$ cat src/hdl/kdlp_pkg.sv
`timescale 1ns / 1ps
// ----------------------------------------------------------------------------
// kdlp_pkg: shared types and constants for the key debounce block
// Key state encodings, event codes, widths and the item structs that pass
// from the front stage through the queue to the key engine.
// ----------------------------------------------------------------------------
package kdlp_pkg;

   // key table size (index field is 3 bits wide, so at most 8 keys)
   localparam int NUM_KEYS  = 8;
   localparam int KEY_IDX_W = 3;
   localparam int KEY_AW    = (NUM_KEYS > 1) ? $clog2(NUM_KEYS) : 1;
   localparam int CNT_W     = 8;
   localparam int EVT_W     = 2;
   localparam int STC_W     = 3;
   localparam int TDATA_W   = 8;

   // per-key debounce state, one-hot
   typedef enum logic [4:0] {
      KS_IDLE    = 5'b00001,
      KS_DOWNC   = 5'b00010,
      KS_PRESSED = 5'b00100,
      KS_LONG    = 5'b01000,
      KS_UPC     = 5'b10000
   } kdlp_state_type;

   // reported state codes
   localparam logic [STC_W-1:0] STC_IDLE    = 3'd0;
   localparam logic [STC_W-1:0] STC_DOWNC   = 3'd1;
   localparam logic [STC_W-1:0] STC_PRESSED = 3'd2;
   localparam logic [STC_W-1:0] STC_LONG    = 3'd3;
   localparam logic [STC_W-1:0] STC_UPC     = 3'd4;

   // event codes
   typedef enum logic [EVT_W-1:0] {
      EV_NONE    = 2'd0,
      EV_PRESS   = 2'd1,
      EV_LONG    = 2'd2,
      EV_RELEASE = 2'd3
   } kdlp_event_type;

   // classified poll sample
   typedef struct packed {
      logic                 in_range;
      logic [KEY_IDX_W-1:0] key_index;
      logic                 key_level;
   } kdlp_item_type;

   // result of one poll sample
   typedef struct packed {
      logic [STC_W-1:0]     key_state_now;
      kdlp_event_type       key_event;
      logic [KEY_IDX_W-1:0] key_id;
   } kdlp_result_type;

   // one-hot state to reported code
   function automatic logic [STC_W-1:0] state_code(kdlp_state_type st);
      logic [STC_W-1:0] code;
      case (st)
         KS_IDLE:    code = STC_IDLE;
         KS_DOWNC:   code = STC_DOWNC;
         KS_PRESSED: code = STC_PRESSED;
         KS_LONG:    code = STC_LONG;
         KS_UPC:     code = STC_UPC;
         default:    code = STC_IDLE;
      endcase
      return code;
   endfunction

   // counter increment, sticks at all ones
   function automatic logic [CNT_W-1:0] sat_inc(logic [CNT_W-1:0] v);
      return (v == {CNT_W{1'b1}}) ? v : v + CNT_W'(1);
   endfunction

endpackage

$ cat src/hdl/key_debounce_long_press_top.sv
`timescale 1ns / 1ps
// ----------------------------------------------------------------------------
// key_debounce_long_press_top: per-key debounce with long-press detection
// Poll samples enter an intake stage, pass a two-entry queue and are
// applied to the per-key state table; each sample yields one result.
//
// channel  dir  handshake              payload
// req      in   req_tvalid/req_tready  req_tdata  [2:0] key_index, [3] key_level
// rsp      out  rsp_tvalid/rsp_tready  rsp_tdata  [2:0] key_id, [4:3] key_event,
//                                                 [7:5] key_state_now
// csr      in   csr_wr_en              csr_wr_data[7:0] debounce_ticks
//
// One sample per cycle sustained while rsp is not stalled; each sample passes the
// intake register, the queue and the key engine output register before its result
// is presented. The key table read-modify-write is a combinational read with a
// registered write, so samples for the same key may follow back to back.
// Synchronous reset clears the key table and sets debounce_ticks to 3. A stall
// on rsp fills the output register, then the queue, then the intake stage
// before req_tready drops.
// ----------------------------------------------------------------------------
module key_debounce_long_press_top (
   input  logic                          clock,
   input  logic                          reset,
   input  logic                          req_tvalid,
   output logic                          req_tready,
   input  logic [kdlp_pkg::TDATA_W-1:0]  req_tdata,   // key_index, key_level
   output logic                          rsp_tvalid,
   input  logic                          rsp_tready,
   output logic [kdlp_pkg::TDATA_W-1:0]  rsp_tdata,   // key_id, key_event, key_state_now
   input  logic                          csr_wr_en,
   input  logic [kdlp_pkg::CNT_W-1:0]    csr_wr_data
);
   import kdlp_pkg::*;

   localparam logic [CNT_W-1:0] DEBOUNCE_RESET = 8'd3;

   logic [CNT_W-1:0] debounce_ff;
   logic             push_valid, push_ready;
   kdlp_item_type    push_item;
   logic             pop_valid, pop_ready;
   kdlp_item_type    pop_item;
   kdlp_result_type  rsp_result;

   // debounce threshold register
   always_ff @(posedge clock) begin
      if (reset) begin
         debounce_ff <= DEBOUNCE_RESET;
      end else if (csr_wr_en) begin
         debounce_ff <= csr_wr_data;
      end
   end

   kdlp_front u_front (
      .clock      (clock),
      .reset      (reset),
      .req_tvalid (req_tvalid),
      .req_tready (req_tready),
      .req_tdata  (req_tdata),
      .push_valid (push_valid),
      .push_ready (push_ready),
      .push_item  (push_item)
   );

   kdlp_queue u_queue (
      .clock      (clock),
      .reset      (reset),
      .push_valid (push_valid),
      .push_ready (push_ready),
      .push_item  (push_item),
      .pop_valid  (pop_valid),
      .pop_ready  (pop_ready),
      .pop_item   (pop_item)
   );

   kdlp_back u_back (
      .clock          (clock),
      .reset          (reset),
      .debounce_ticks (debounce_ff),
      .pop_valid      (pop_valid),
      .pop_ready      (pop_ready),
      .pop_item       (pop_item),
      .rsp_valid      (rsp_tvalid),
      .rsp_ready      (rsp_tready),
      .rsp_result     (rsp_result)
   );

   // result struct is declared high field first, so its packed bits match tdata
   assign rsp_tdata = TDATA_W'(rsp_result);

endmodule

$ cat src/hdl/kdlp_front.sv
`timescale 1ns / 1ps
// ----------------------------------------------------------------------------
// kdlp_front: sample intake
// Takes poll samples from the request stream, checks the key index against
// the table size and holds the classified item until the queue takes it.
// ----------------------------------------------------------------------------
module kdlp_front (
   input  logic                             clock,
   input  logic                             reset,
   input  logic                             req_tvalid,
   output logic                             req_tready,
   input  logic [kdlp_pkg::TDATA_W-1:0]     req_tdata,
   output logic                             push_valid,
   input  logic                             push_ready,
   output kdlp_pkg::kdlp_item_type          push_item
);
   import kdlp_pkg::*;

   logic          stg_valid_ff, stg_valid_in;
   kdlp_item_type stg_item_ff,  stg_item_in;
   logic          req_xfer;

   // stage is free when empty or draining this cycle
   assign req_tready = !stg_valid_ff || push_ready;
   assign req_xfer   = req_tvalid && req_tready;

   // classify the incoming sample
   always_comb begin
      stg_item_in           = stg_item_ff;
      stg_valid_in          = stg_valid_ff;
      if (push_ready) begin
         stg_valid_in = 1'b0;
      end
      if (req_xfer) begin
         stg_valid_in          = 1'b1;
         stg_item_in.key_index = req_tdata[KEY_IDX_W-1:0];
         stg_item_in.key_level = req_tdata[KEY_IDX_W];
         stg_item_in.in_range  =
            ({1'b0, req_tdata[KEY_IDX_W-1:0]} < (KEY_IDX_W+1)'(NUM_KEYS));
      end
   end

   always_ff @(posedge clock) begin
      if (reset) begin
         stg_valid_ff <= 1'b0;
      end else begin
         stg_valid_ff <= stg_valid_in;
      end
      stg_item_ff <= stg_item_in;
   end

   assign push_valid = stg_valid_ff;
   assign push_item  = stg_item_ff;

endmodule

$ cat src/hdl/kdlp_queue.sv
`timescale 1ns / 1ps
// ----------------------------------------------------------------------------
// kdlp_queue: two-entry item queue
// Decouples the intake stage from the key engine so either side can stall.
// ----------------------------------------------------------------------------
module kdlp_queue (
   input  logic                       clock,
   input  logic                       reset,
   input  logic                       push_valid,
   output logic                       push_ready,
   input  kdlp_pkg::kdlp_item_type    push_item,
   output logic                       pop_valid,
   input  logic                       pop_ready,
   output kdlp_pkg::kdlp_item_type    pop_item
);
   import kdlp_pkg::*;

   localparam int DEPTH = 2;

   kdlp_item_type slot_ff [DEPTH];
   logic          wr_ptr_ff, wr_ptr_in;
   logic          rd_ptr_ff, rd_ptr_in;
   logic [1:0]    count_ff,  count_in;
   logic          do_push, do_pop;

   assign push_ready = (count_ff != 2'(DEPTH));
   assign pop_valid  = (count_ff != 2'd0);
   assign do_push    = push_valid && push_ready;
   assign do_pop     = pop_valid && pop_ready;
   assign pop_item   = slot_ff[rd_ptr_ff];

   // pointer and occupancy update
   always_comb begin
      wr_ptr_in = do_push ? ~wr_ptr_ff : wr_ptr_ff;
      rd_ptr_in = do_pop  ? ~rd_ptr_ff : rd_ptr_ff;
      count_in  = count_ff + 2'(do_push) - 2'(do_pop);
   end

   always_ff @(posedge clock) begin
      if (reset) begin
         wr_ptr_ff <= 1'b0;
         rd_ptr_ff <= 1'b0;
         count_ff  <= 2'd0;
      end else begin
         wr_ptr_ff <= wr_ptr_in;
         rd_ptr_ff <= rd_ptr_in;
         count_ff  <= count_in;
      end
      if (do_push) begin
         slot_ff[wr_ptr_ff] <= push_item;
      end
   end

`ifndef SYNTHESIS
   // occupancy never exceeds depth
   a_count_max: assert property (@(posedge clock) disable iff (reset)
      count_ff <= 2'(DEPTH))
      else $error("queue overflow");

   // occupancy tracks the transfers on both sides
   a_count_track: assert property (@(posedge clock) disable iff (reset)
      !$past(reset) |-> count_ff == $past(count_ff) + 2'($past(do_push))
                                    - 2'($past(do_pop)))
      else $error("queue count mismatch");

   // pointers differ exactly when queue is neither empty nor full
   a_ptr_count: assert property (@(posedge clock) disable iff (reset)
      (wr_ptr_ff != rd_ptr_ff) == (count_ff == 2'd1))
      else $error("queue pointers inconsistent");
`endif

endmodule

$ cat src/hdl/kdlp_back.sv
`timescale 1ns / 1ps
// ----------------------------------------------------------------------------
// kdlp_back: key engine
// Per-key read-modify-write of the debounce state and tick counters, one
// sample per cycle unless rsp stalls; the result is held in an output register.
// ----------------------------------------------------------------------------
module kdlp_back (
   input  logic                          clock,
   input  logic                          reset,
   input  logic [kdlp_pkg::CNT_W-1:0]    debounce_ticks,
   input  logic                          pop_valid,
   output logic                          pop_ready,
   input  kdlp_pkg::kdlp_item_type       pop_item,
   output logic                          rsp_valid,
   input  logic                          rsp_ready,
   output kdlp_pkg::kdlp_result_type     rsp_result
);
   import kdlp_pkg::*;

   kdlp_state_type  key_st_ff [NUM_KEYS];
   logic [CNT_W-1:0] down_ff  [NUM_KEYS];
   logic [CNT_W-1:0] up_ff    [NUM_KEYS];

   logic            rsp_valid_ff, rsp_valid_in;
   kdlp_result_type rsp_ff,       rsp_in;

   logic             do_pop;
   logic [KEY_AW-1:0] idx;
   kdlp_state_type   st_cur, st_nxt;
   logic [CNT_W-1:0] dn_cur, dn_nxt, dn_inc;
   logic [CNT_W-1:0] up_cur, up_nxt, up_inc;
   kdlp_event_type   ev;

   assign pop_ready = !rsp_valid_ff || rsp_ready;
   assign do_pop    = pop_valid && pop_ready;
   assign idx       = pop_item.key_index[KEY_AW-1:0];
   assign st_cur    = key_st_ff[idx];
   assign dn_cur    = down_ff[idx];
   assign up_cur    = up_ff[idx];
   assign dn_inc    = sat_inc(dn_cur);
   assign up_inc    = sat_inc(up_cur);

   // debounce transition for the selected key
   always_comb begin
      st_nxt = st_cur;
      dn_nxt = dn_cur;
      up_nxt = up_cur;
      ev     = EV_NONE;
      case (st_cur)
         KS_IDLE: begin
            if (pop_item.key_level) begin
               st_nxt = KS_DOWNC;
            end
         end
         KS_DOWNC, KS_PRESSED: begin
            if (pop_item.key_level) begin
               dn_nxt = dn_inc;
               if (dn_inc >= debounce_ticks) begin
                  dn_nxt = '0;
                  if (st_cur == KS_DOWNC) begin
                     st_nxt = KS_PRESSED;
                     ev     = EV_PRESS;
                  end else begin
                     st_nxt = KS_LONG;
                     ev     = EV_LONG;
                  end
               end
            end else begin
               st_nxt = KS_UPC;
               dn_nxt = '0;
               up_nxt = '0;
            end
         end
         KS_LONG: begin
            if (pop_item.key_level) begin
               dn_nxt = dn_inc;
            end else begin
               st_nxt = KS_UPC;
               dn_nxt = '0;
               up_nxt = '0;
            end
         end
         KS_UPC: begin
            if (pop_item.key_level) begin
               st_nxt = KS_DOWNC;
               dn_nxt = '0;
               up_nxt = '0;
            end else begin
               up_nxt = up_inc;
               if (up_inc >= debounce_ticks) begin
                  up_nxt = '0;
                  st_nxt = KS_IDLE;
                  ev     = EV_RELEASE;
               end
            end
         end
         default: begin
            st_nxt = KS_IDLE;
            dn_nxt = '0;
            up_nxt = '0;
         end
      endcase
   end

   // output register: load on pop, clear when taken
   always_comb begin
      rsp_in       = rsp_ff;
      rsp_valid_in = rsp_valid_ff;
      if (rsp_ready) begin
         rsp_valid_in = 1'b0;
      end
      if (do_pop) begin
         rsp_valid_in      = 1'b1;
         rsp_in.key_id     = pop_item.key_index;
         if (pop_item.in_range) begin
            rsp_in.key_event     = ev;
            rsp_in.key_state_now = state_code(st_nxt);
         end else begin
            rsp_in.key_event     = EV_NONE;
            rsp_in.key_state_now = STC_IDLE;
         end
      end
   end

   // key table and result register
   always_ff @(posedge clock) begin
      if (reset) begin
         rsp_valid_ff <= 1'b0;
         for (int k = 0; k < NUM_KEYS; k++) begin
            key_st_ff[k] <= KS_IDLE;
            down_ff[k]   <= '0;
            up_ff[k]     <= '0;
         end
      end else begin
         rsp_valid_ff <= rsp_valid_in;
         if (do_pop && pop_item.in_range) begin
            key_st_ff[idx] <= st_nxt;
            down_ff[idx]   <= dn_nxt;
            up_ff[idx]     <= up_nxt;
         end
      end
      rsp_ff <= rsp_in;
   end

   assign rsp_valid  = rsp_valid_ff;
   assign rsp_result = rsp_ff;

`ifndef SYNTHESIS
   // a press event always leaves the key pressed
   a_press_state: assert property (@(posedge clock) disable iff (reset)
      rsp_valid_ff && rsp_ff.key_event == EV_PRESS |-> rsp_ff.key_state_now == STC_PRESSED)
      else $error("press event with wrong state");

   // a long-press event always leaves the key long pressed
   a_long_state: assert property (@(posedge clock) disable iff (reset)
      rsp_valid_ff && rsp_ff.key_event == EV_LONG |-> rsp_ff.key_state_now == STC_LONG)
      else $error("long-press event with wrong state");

   // a release event always returns the key to idle
   a_release_state: assert property (@(posedge clock) disable iff (reset)
      rsp_valid_ff && rsp_ff.key_event == EV_RELEASE |-> rsp_ff.key_state_now == STC_IDLE)
      else $error("release event with wrong state");

   // a result waiting on a stall is not overwritten
   a_rsp_hold: assert property (@(posedge clock) disable iff (reset)
      rsp_valid_ff && !rsp_ready |=> rsp_valid_ff && $stable(rsp_ff))
      else $error("result overwritten while stalled");
`endif

endmodule
$ cat config.mk
export PLATFORM = sky130hd
export DESIGN_NAME = key_debounce_long_press_top
export DESIGN_NICKNAME = d
export VERILOG_FILES = /design/src/hdl/kdlp_pkg.sv /design/src/hdl/key_debounce_long_press_top.sv /design/src/hdl/kdlp_front.sv /design/src/hdl/kdlp_queue.sv /design/src/hdl/kdlp_back.sv
export SDC_FILE = /design/constraint.sdc
export NUM_CORES = 1
export LEC_CHECK = 0
export BUFFER_PORTS_ARGS = -buffer_cell sky130_fd_sc_hd__buf_2
export CORE_MARGIN = 2
export CORE_UTILIZATION = 35
export CTS_BUF_LIST = sky130_fd_sc_hd__clkbuf_2
export CTS_CLUSTER_DIAMETER = 120
export DETAILED_ROUTE_END_ITERATION = 16
export GPL_TIMING_DRIVEN = 0
export PLACE_DENSITY = 0.54
export SYNTH_ARGS = -nofsm -noshare
export SYNTH_HDL_FRONTEND = slang
export SYNTH_HIERARCHICAL = 1
export SYNTH_SLANG_ARGS = --single-unit
$ cat constraint.sdc
create_clock -name clock -period 11.6 [get_ports clock]
set_input_delay 2.32 -clock clock [delete_from_list [all_inputs] [get_ports clock]]
set_output_delay 2.32 -clock clock [all_outputs]
set_load 0.005 [all_outputs]
# [After elaboration in Yosys (flattened, before gate mapping)]
# Memory sizes are Yosys's and may differ from the RTL's. A register that Yosys moved wholly into a read port is not among the register bits.
# Index checks and enable logic that the tools add are counted.
[totals] word_cells=99 in_bits=21 ramBits=176 n_memories=4 out_inout_bits=10 ff_bits=26
[memory_table] memory="u_back.down_ff" depth=8 word_bits=8 read_ports=1 rd_ports_with_merged_regs=0 wr=8 line_no="kdlp_back.sv:21" rtl="logic [CNT_W-1:0] down_ff [NUM_KEYS];"
[memory_table] memory="u_back.up_ff" depth=8 word_bits=8 read_ports=1 rd_ports_with_merged_regs=0 wr=8 line_no="kdlp_back.sv:22" rtl="logic [CNT_W-1:0] up_ff [NUM_KEYS];"
[memory_table] memory="u_back.key_st_ff" depth=8 word_bits=5 read_ports=1 rd_ports_with_merged_regs=0 wr=8 line_no="kdlp_back.sv:20" rtl="kdlp_state_type key_st_ff [NUM_KEYS];"
[memory_table] memory="u_queue.slot_ff" depth=2 word_bits=4 read_ports=1 rd_ports_with_merged_regs=1 wr=1 line_no="kdlp_queue.sv:20" rtl="kdlp_item_type slot_ff [DEPTH];"
[classes] bitwise_logic=2 muxes=48 n_lt_le_gt_ge=2 n_eq_ne=12 n_addsub=4 reduce_logical=16
[op_table] op="$mux 8" count=11
[op_table] op="$mux 5" count=7
[op_table] op="$pmux 8 s4" count=1
[op_table] op="$pmux 8 s3" count=1
[op_table] op="$pmux 5 s4" count=1
[op_table] op="$add 8x1->8 const B" count=2
[op_table] op="$eq 8x8->1 const B" count=2
[op_table] op="$ge 8x8->1" count=2
[op_table] op="$mux 1" count=16
[op_table] op="$reduce_or 8->1" count=2
[op_table] op="$pmux 3 s4" count=1
[op_table] op="$eq 5x2->1 const B" count=2
[op_table] op="$eq 5x3->1 const B" count=2
[op_table] op="$eq 5x4->1 const B" count=2
[op_table] op="$eq 5x5->1 const B" count=2
[op_table] op="$mux 2" count=5
[op_table] op="$mux 3" count=3
[op_table] op="$reduce_bool 2->1" count=3
[op_table] op="$eq 5x1->1 const B" count=1
[op_table] op="$reduce_or 5->1" count=1
[op_table] op="$mux 4" count=1
[op_table] op="$pmux 2 s2" count=1
[op_table] op="$logic_and 1x1->1" count=3
[op_table] op="$reduce_or 3->1" count=1
[op_table] op="other kinds (8)" count=11

# [Logic depth before layout (Yosys ltp)]
# Gate-level depths: netlist of the first run.
[depth] ltp_word=9 depth_mapped=21 depth_no_buf=17

# [Modules after synthesis]
# Netlist of the first run, hierarchy kept.
[modules_own_cells] module="kdlp_back" seq_area_each_um2=5305.1 instances=1 area_per_inst_um2=9601.7 cells_per_inst=780
[modules_own_cells] module="kdlp_queue" seq_area_each_um2=400.4 instances=1 area_per_inst_um2=613.1 cells_per_inst=44
[modules_own_cells] module="key_debounce_long_press_top" seq_area_each_um2=160.2 instances=1 area_per_inst_um2=292.8 cells_per_inst=26
[modules_own_cells] module="kdlp_front" seq_area_each_um2=140.1 instances=1 area_per_inst_um2=186.4 cells_per_inst=11

# [Worst setup path before layout of the first run]
# No wires, ideal clock.
[synth_path] path_kind="reg-to-reg" startpoint="register with a tool-made name" endpoint="memory u_back.down_ff[1][0], data pin" arrival_ns=4.612 synth_period_minus_slack_ns=4.878 setup_time_ns=0.266 required_time_ns=11.334 slack_ns=6.722 stages_incl_launch_ff=19 path_buffers=2 cell_sequence="dfxtp_1 -> mux2_2 -> buf_4 -> buf_6 -> mux2_2 -> a221oi_1 -> o22a_1 -> inv_1 -> ha_1 -> o21ai_0 -> nand2_1 -> mux2_4 -> ha_1 -> nand4_1 -> o311ai_0 -> nand4b_2 -> a21oi_4 -> a211oi_4 -> nor2_1"
[synth_lines] item="end, declared" line_no="kdlp_back.sv:21"

==> results of run 1 <==
-- state kept, by name, summed over array words and instances (netlist names), named ones only --
register and cells:
u_back/down_ff 64, u_back/up_ff 64, u_back/key_st_ff 40, u_queue/slot_ff 10, debounce_ff 8, u_back/rsp_result 8
u_front/push_item 4, u_queue/count_ff 2, u_back/rsp_valid 1, u_front/push_valid 1, u_queue/rd_ptr_ff 1, u_queue/wr_ptr_ff 1
-- logic make-up (layout without fill, tap and decap cells) --
| kind of cell | count (synthesis) | after routing | share of synthesized area (%) |
|---|---|---|---|
| buffers and inverters | 67 | 189 | 3.25 |
| AOI/OAI and AO/OA | 135 | 135 | 10.6 |
| muxes | 80 | 80 | 10.4 |
| other | 1 | 2 | 0.0351 |
| xor gates and xnor gates | 5 | 5 | 0.410 |
| adders and majority gates | 19 | 19 | 2.22 |
| and+or+nand+nor | 349 | 349 | 16.9 |
| DFF | 205 | 205 | 56.2 |
-- per-layer routing --
metal	global-route usage (%)	wire length [um]
met2	32.0	14300
met1	27.5	14000
met4	7.69	983
met3	4.50	2280
met5	1.60	64
-- per-stage QoR --
step	cells	total power, uW	util [%]
after floorplan	861	1560	-
after global placement	1276	1860	37.8
after detailed placement	1276	1860	37.9
after CTS	1373	2350	39.5
after global routing	1374	2480	39.5
final	1374	2340	39.5
-- path summary, 6_finish.rpt --
check | to | startpoint | cells past startpoint | slack (ns)
max | u_back/down_ff[2][2]$_SDFFCE_PN0P_ | register | 17 | 4.65
min | u_queue/slot_ff[0][1]$_DFFE_PP_ | u_front/push_item[1]$_DFFE_PP_ | 0 | 0.46
max reg2reg | u_back/down_ff[2][2]$_SDFFCE_PN0P_ | register | 17 | 4.65
min reg2reg | u_queue/slot_ff[0][1]$_DFFE_PP_ | u_front/push_item[1]$_DFFE_PP_ | 0 | 0.46
-- layout by cell type, fill, tap and decap left out, drive strengths merged, types with 16 or more instances in the layout --
cell / Yosys / final
nor3: 22 / 22
nand2b: 19 / 19
ha: 19 / 19
clkinv: 0 / 16
edfxtp: 190 / 190
clkbuf: 22 / 102
inv: 19 / 20
mux2: 28 / 28
nand2: 41 / 41
mux2i: 32 / 32
mux4: 20 / 20
nor2: 151 / 151
buf: 26 / 51
nor2b: 23 / 23
a21oi: 41 / 41
nand3: 28 / 28
-- area by class of cell --
cell class	instances	area (um2)	area share, %
flip-flops and latches	205	6010	50.9
multi-input cells	589	4360	37.0
clock buffers	80	400	3.39
well taps	390	488	4.14
repair buffers	25	125	1.06
inverters	19	71.3	0.605
diodes	1	2.50	0.0212
plain buffers	48	277	2.34
clock inverters	17	66.3	0.562
-- power groups by stage --
stage | clock (uW) | sequential (uW) | combinational (uW)
after floorplan | 0 | 901 | 660
after global placement | 0 | 906 | 950
after detailed placement | 0 | 908 | 954
after CTS | 501 | 890 | 958
after global routing | 540 | 896 | 1050
final | 485 | 889 | 967
==> run metrics, run 1 <==
chip height=179 um; Post-Place Setup Slack=4.97 ns; CTS buffer count=57; synth cell count leaders=190 x edfxtp_1, 148 x nor2_1, 41 x nand2_1; cells resized by post-CTS repair=0; total negative slack=0 ns; initial antenna violation count=2; Slew Viols, Final=0; global placement routability congestion=0.876; largest net degree at the start of global routing=22; crit path cell chain=mux2_2 -> inv_1 -> buf_4 -> buf_2 -> a221oi_1 -> o221ai_2 -> ha_1 -> o21ai_0 -> nor4b_1 -> a21oi_1 -> ha_1 -> nand4_1 -> o311ai_0 -> nand4b_2 -> a211oi_1 -> o22ai_1 -> nor2_1; critical path's most frequent cell=ha_1; share of cells above drive strength 1=25.2%; die area=32000 um2; die span in x=179 um; Placement Cell Area=11300 um2; H-tree depth=2; RSZ-0062 raised after global routing=no; vias in the first global route=7637; clock buffer depth=3; CP delay by family, top=compound AO/OA/AOI/OAI gates; routed wire length=31600 um; Final Cell Area=11800 um2; Worst-Margin Slew=1.37 ns; detailed-placement wirelength estimate=20500 um; Post-Route Skew=0.0520 ns; Root Driver=clkbuf_2; Arr. time, crit path=7.50 ns; Mapped Cells=861; part of the power in registers=38.0%; Slowest cell on crit path=o311ai_0; TritonCTS clock tree=yes; Tcrit/Tclk final=59.9%; cell area power density=199 nW/um2; Worst Path Max Fanout=10; routed vias=7599; Synth area leader=edfxtp_1; Startpoint Class=register; switching power total=960 uW; Logic pwr share=41.3%; TritonCTS Sinks=205; Mean Syn Cell Area=12.4 um2; Hold WC Path Type=reg2reg; top post-synthesis cells by area=edfxtp_1 53%, nor2_1 5.2%, mux4_2 4.2%; number of synthesized flops with an enable pin=190; most common cell in the netlist=edfxtp_1; critical path buffer and inverter count=3; fmax=144 MHz; Clock Power Share=20.7%; # fillers=2950; wire length per cell=23.0 um; Top-Level Pins=31; total setup buffers inserted after CTS=0; internal power=1380 uW; total core area=29900 um2; Worst EP required=12.15 ns; starting density of the core=35.8%; relative slew slack=7.75%; switch share=41.0%; clock slew at reported path FFs=0.08 ns; gr ovfl total=0; IO buf count=25; CP Class=reg2reg; Mapped Nets=901; CTS hold repair buffers=0; sequential area share after synthesis=56.2%; post-synthesis cell type count=101; area grow syn2layout=10.3%; DRC errors left=0; Lkg Pwr=0.00415 uW; Final #Nets=985; std cell rows=63; CP max stage delay=1.14 ns; asr flop ratio synth=0%; Starting DRT DRC Count=761; Synth Cell Area=10700 um2; synthesized flop and latch total=205; MaxCap Viol Count=0; Setup-failing EPs final=0; status=completed; via/cell ratio=5.53; antenna viol nets, final=0; Final WS setup=4.65 ns; Hold Slack=0.456 ns; Most used DFF post-synth=edfxtp_1; global-route wire length before repair=47200 um; Tot GR Track Use=20.4%; CP Capture Type=register; Max VDD drop=55.9 uV; final hold vios=0; post-synth top area share=53.4%; YS warnings=6; drt pass-1 iters=5; clock latency on the worst-skew pair=0.86 ns; crit path time final=6.95 ns
No activity file was read; power rests on OpenSTA's default activity.
==> run 2, diff against run 1 <==
--- a/config.mk
+++ b/config.mk
@@ -5,6 +5,7 @@
 export SDC_FILE = /design/constraint.sdc
 export NUM_CORES = 1
 export LEC_CHECK = 0
+export ABC_AREA = 1
 export BUFFER_PORTS_ARGS = -buffer_cell sky130_fd_sc_hd__buf_2
 export CORE_MARGIN = 2
 export CORE_UTILIZATION = 35
==> constraint.sdc (replaced) <==
create_clock -name clock -period 6.7 [get_ports clock]
set_input_delay 1.34 -clock clock [delete_from_list [all_inputs] [get_ports clock]]
set_output_delay 1.34 -clock clock [all_outputs]
set_load 0.005 [all_outputs]
==> run metrics, run 2 <==
CTS buffer count=54 (-5.3%); global-route wire length before repair=48300 um (+2.3%); critical path's most frequent cell=nand2_1; drt pass-1 iters=5 (unchanged); wire length per cell=18.2 um (-21%); MaxCap Viol Count=0 (unchanged); number of synthesized flops with an enable pin=190 (unchanged); starting density of the core=35.7% (-0.092 points); Post-Place Setup Slack=1.45 ns (-3.52 ns); CTS hold repair buffers=0 (unchanged); gr ovfl total=0 (unchanged); Arr. time, crit path=5.94 ns (-1.56 ns); Mapped Cells=1252 (+45%); Synth area leader=edfxtp_1; crit path time final=5.37 ns (-1.58 ns); post-synthesis compound-gate area fraction=6.82% (-3.8 points); Synth Area in Adders=2.24% (+0.018 points); total setup buffers inserted after CTS=0 (unchanged); post-synthesis simple-gate area fraction=27.0% (+10 points); Max VDD drop=206 uV (+270%); via/cell ratio=5.00 (-9.7%); hold depth=0 (unchanged); Mapped Nets=1292 (+43%); most common cell in the netlist=nand2_1; Startpoint Class=register; Slowest cell on crit path=buf_1; routed vias=8829 (+16%); switching power total=1620 uW (+68%); status=completed; Worst EP required=7.27 ns (-4.88 ns); die area=31700 um2 (-0.76%); clock buffer depth=3 (unchanged); post-synthesis cell type count=38 (-62%); total negative slack=0 ns (unchanged); die span in x=178 um (-0.38%); top post-synthesis cells by area=edfxtp_1 54%, nand2_1 19%, a21oi_1 5.8%; total power=3840 uW (+64%); Post-Route Skew=0.0998 ns (+0.0478 ns); CP Capture Type=register; Synth Cell Area=10600 um2 (-0.78%); Tcrit/Tclk final=80.1% (+20 points); Starting DRT DRC Count=770 (+1.2%); final hold vios=0 (unchanged); vias in the first global route=8423 (+10%); routed wire length=32100 um (+1.7%); Logic pwr share=37.5% (-3.8 points); DRC errors left=0 (unchanged); crit path cell chain=mux2_1 -> inv_2 -> buf_1 -> nand2_1 -> nand2_1 -> ha_1 -> nand2_1 -> nor2_1 -> nand2_1 -> o21ai_0 -> inv_1 -> ha_1 -> nand2_1 -> o21ai_0 -> a21oi_1 -> nand2_1 -> nand2_1 -> nand3_1 -> nor2_1 -> nor2_1 -> nor2_1; initial antenna violation count=1 (-1); Setup-failing EPs final=0 (unchanged); Final #Nets=1377 (+40%); chip height=178 um (-0.38%); CP max stage delay=0.59 ns (-0.55 ns); global placement routability congestion=0.863 (-1.5%); met2 wire len=14700 um (+3.0%); Largest regs=u_back/down_ff (64), u_back/up_ff (64), u_back/key_st_ff (40); YS warnings=6 (unchanged); Mean Syn Cell Area=8.47 um2 (-32%); Lkg Pwr=0.00529 uW (+27%); commonest non-fill, non-tap cell in the layout=nand2_1; antenna viol nets, final=0 (unchanged); Clock Power Share=22.2% (+1.5 points); post-synth top area share=53.8% (+0.42 points); largest net degree at the start of global routing=22 (unchanged); H-tree depth=2 (unchanged); asr flop ratio synth=0% (unchanged); Tot GR Track Use=20.7% (+0.28 points); met3 wire len=2460 um (+7.6%); detailed-placement wirelength estimate=20300 um (-0.70%); TritonCTS clock tree=yes; Worst-Margin Slew=1.42 ns (+0.0545 ns); relative slew slack=5.04% (-2.7 points); M1 wire length=13800 um (-1.0%); switch share=42.1% (+1.1 points); synthesized flop and latch total=205 (unchanged); area grow syn2layout=11.0%; IO buf count=26 (+4.0%); sequential area share after synthesis=56.6% (+0.44 points); Slew Viols, Final=0 (unchanged); Core Util, Final=39.6% (+0.15 points); Most used DFF post-synth=edfxtp_1; leading cell types in the layout, fill and taps excluded=525 x nand2_1, 190 x edfxtp_1, 124 x a21oi_1, 114 x nor2_1, 107 x inv_1; Hold Slack=0.451 ns (-0.00478 ns); std cell rows=63 (unchanged); Worst Path Max Fanout=10 (unchanged); fmax=186 MHz (+29%); cell area power density=326 nW/um2 (+64%); Hold WC Path Type=reg2reg; post-synthesis xor/xnor area fraction=0.330% (-0.079 points); internal power=2220 uW (+61%); total core area=29700 um2 (-0.53%); R2R cell count=21 (+4); share of cells above drive strength 1=12.9% (-12 points); RSZ-0062 raised after global routing=no; CP Class=reg2reg; post-synthesis mux area share=0.531% (-9.8 points); Highest Signal Layer=met4; Root Driver=clkbuf_2; main combinational cell family by area after synthesis=simple AND/OR/NAND/NOR gates; clock latency on the worst-skew pair=0.87 ns (about the same); synth cell count leaders=526 x nand2_1, 190 x edfxtp_1, 124 x a21oi_1; clock slew at reported path FFs=0.10 ns (+0.02 ns); part of the power in registers=40.2% (+2.2 points); cells resized by post-CTS repair=0 (unchanged); TritonCTS Sinks=205 (unchanged); Top-Level Pins=31 (unchanged); Final WS setup=1.33 ns (-3.32 ns)
[run 2: cell type report]
class / count / area [um2]
clock inverters: 9 / 45.0
plain buffers: 49 / 262
clock buffers: 86 / 430
fillers: 3082 / 17900
inverters: 113 / 424
well taps: 390 / 488
diodes: 1 / 2.50
multi-input cells: 885 / 3920
repair buffers: 29 / 200
flip-flops and latches: 205 / 6010
[run 2: worst paths after layout]
check        slack, ns                            from                            endpoint
min reg2reg       0.45  u_front/push_item[2]$_DFFE_PP_     u_queue/slot_ff[1][2]$_DFFE_PP_
min               0.45  u_front/push_item[2]$_DFFE_PP_     u_queue/slot_ff[1][2]$_DFFE_PP_
max               1.33                        register  u_back/down_ff[6][5]$_SDFFCE_PN0P_
max reg2reg       1.33                        register  u_back/down_ff[6][5]$_SDFFCE_PN0P_
[run 2: stage by stage]
step	area, um2	cells
3_3_place_gp	11200	1668
2_1_floorplan	10600	1252
4_1_cts	11700	1764
3_5_place_dp	11300	1669
6_report	11800	1767
5_1_grt	11800	1767
[run 2: per-layer routing]
metal	GRT usage [%]	vias up
met5	0	-
met4	7.92	0
met2	34.3	333
met3	3.69	83
li1	-	4255
met1	26.9	4158
[run 2: logic make-up after synthesis]
| kind of cell | Yosys count |
|---|---|
| AND/OR/NAND/NOR | 714 |
| multiplexers | 5 |
| other | 1 |
| buffers and inverters | 162 |
| AO/OA/AOI/OAI | 142 |
| adder cells (fa/ha/maj) | 19 |
| flip-flops | 205 |
| XOR/XNOR | 4 |
[run 2: power groups by stage]
stage / logic, uW / registers, uW / clock network [uW]
after floorplan: 941 / 1570 / 0
after global placement: 1400 / 1570 / 0
after detailed placement: 1420 / 1570 / 0
after CTS: 1420 / 1540 / 881
after global routing: 1590 / 1550 / 945
final: 1440 / 1540 / 853
[run 2: critical path: cells and delay by family, from the launching register on]
kind                       cells  cell delay (ns)
adders and majority gates      2             0.51
DFF                            1             0.45
AOI/OAI and AO/OA              3             0.73
and+or+nand+nor               12             1.98
buffers and inverters          3             0.99
muxes                          1             0.45
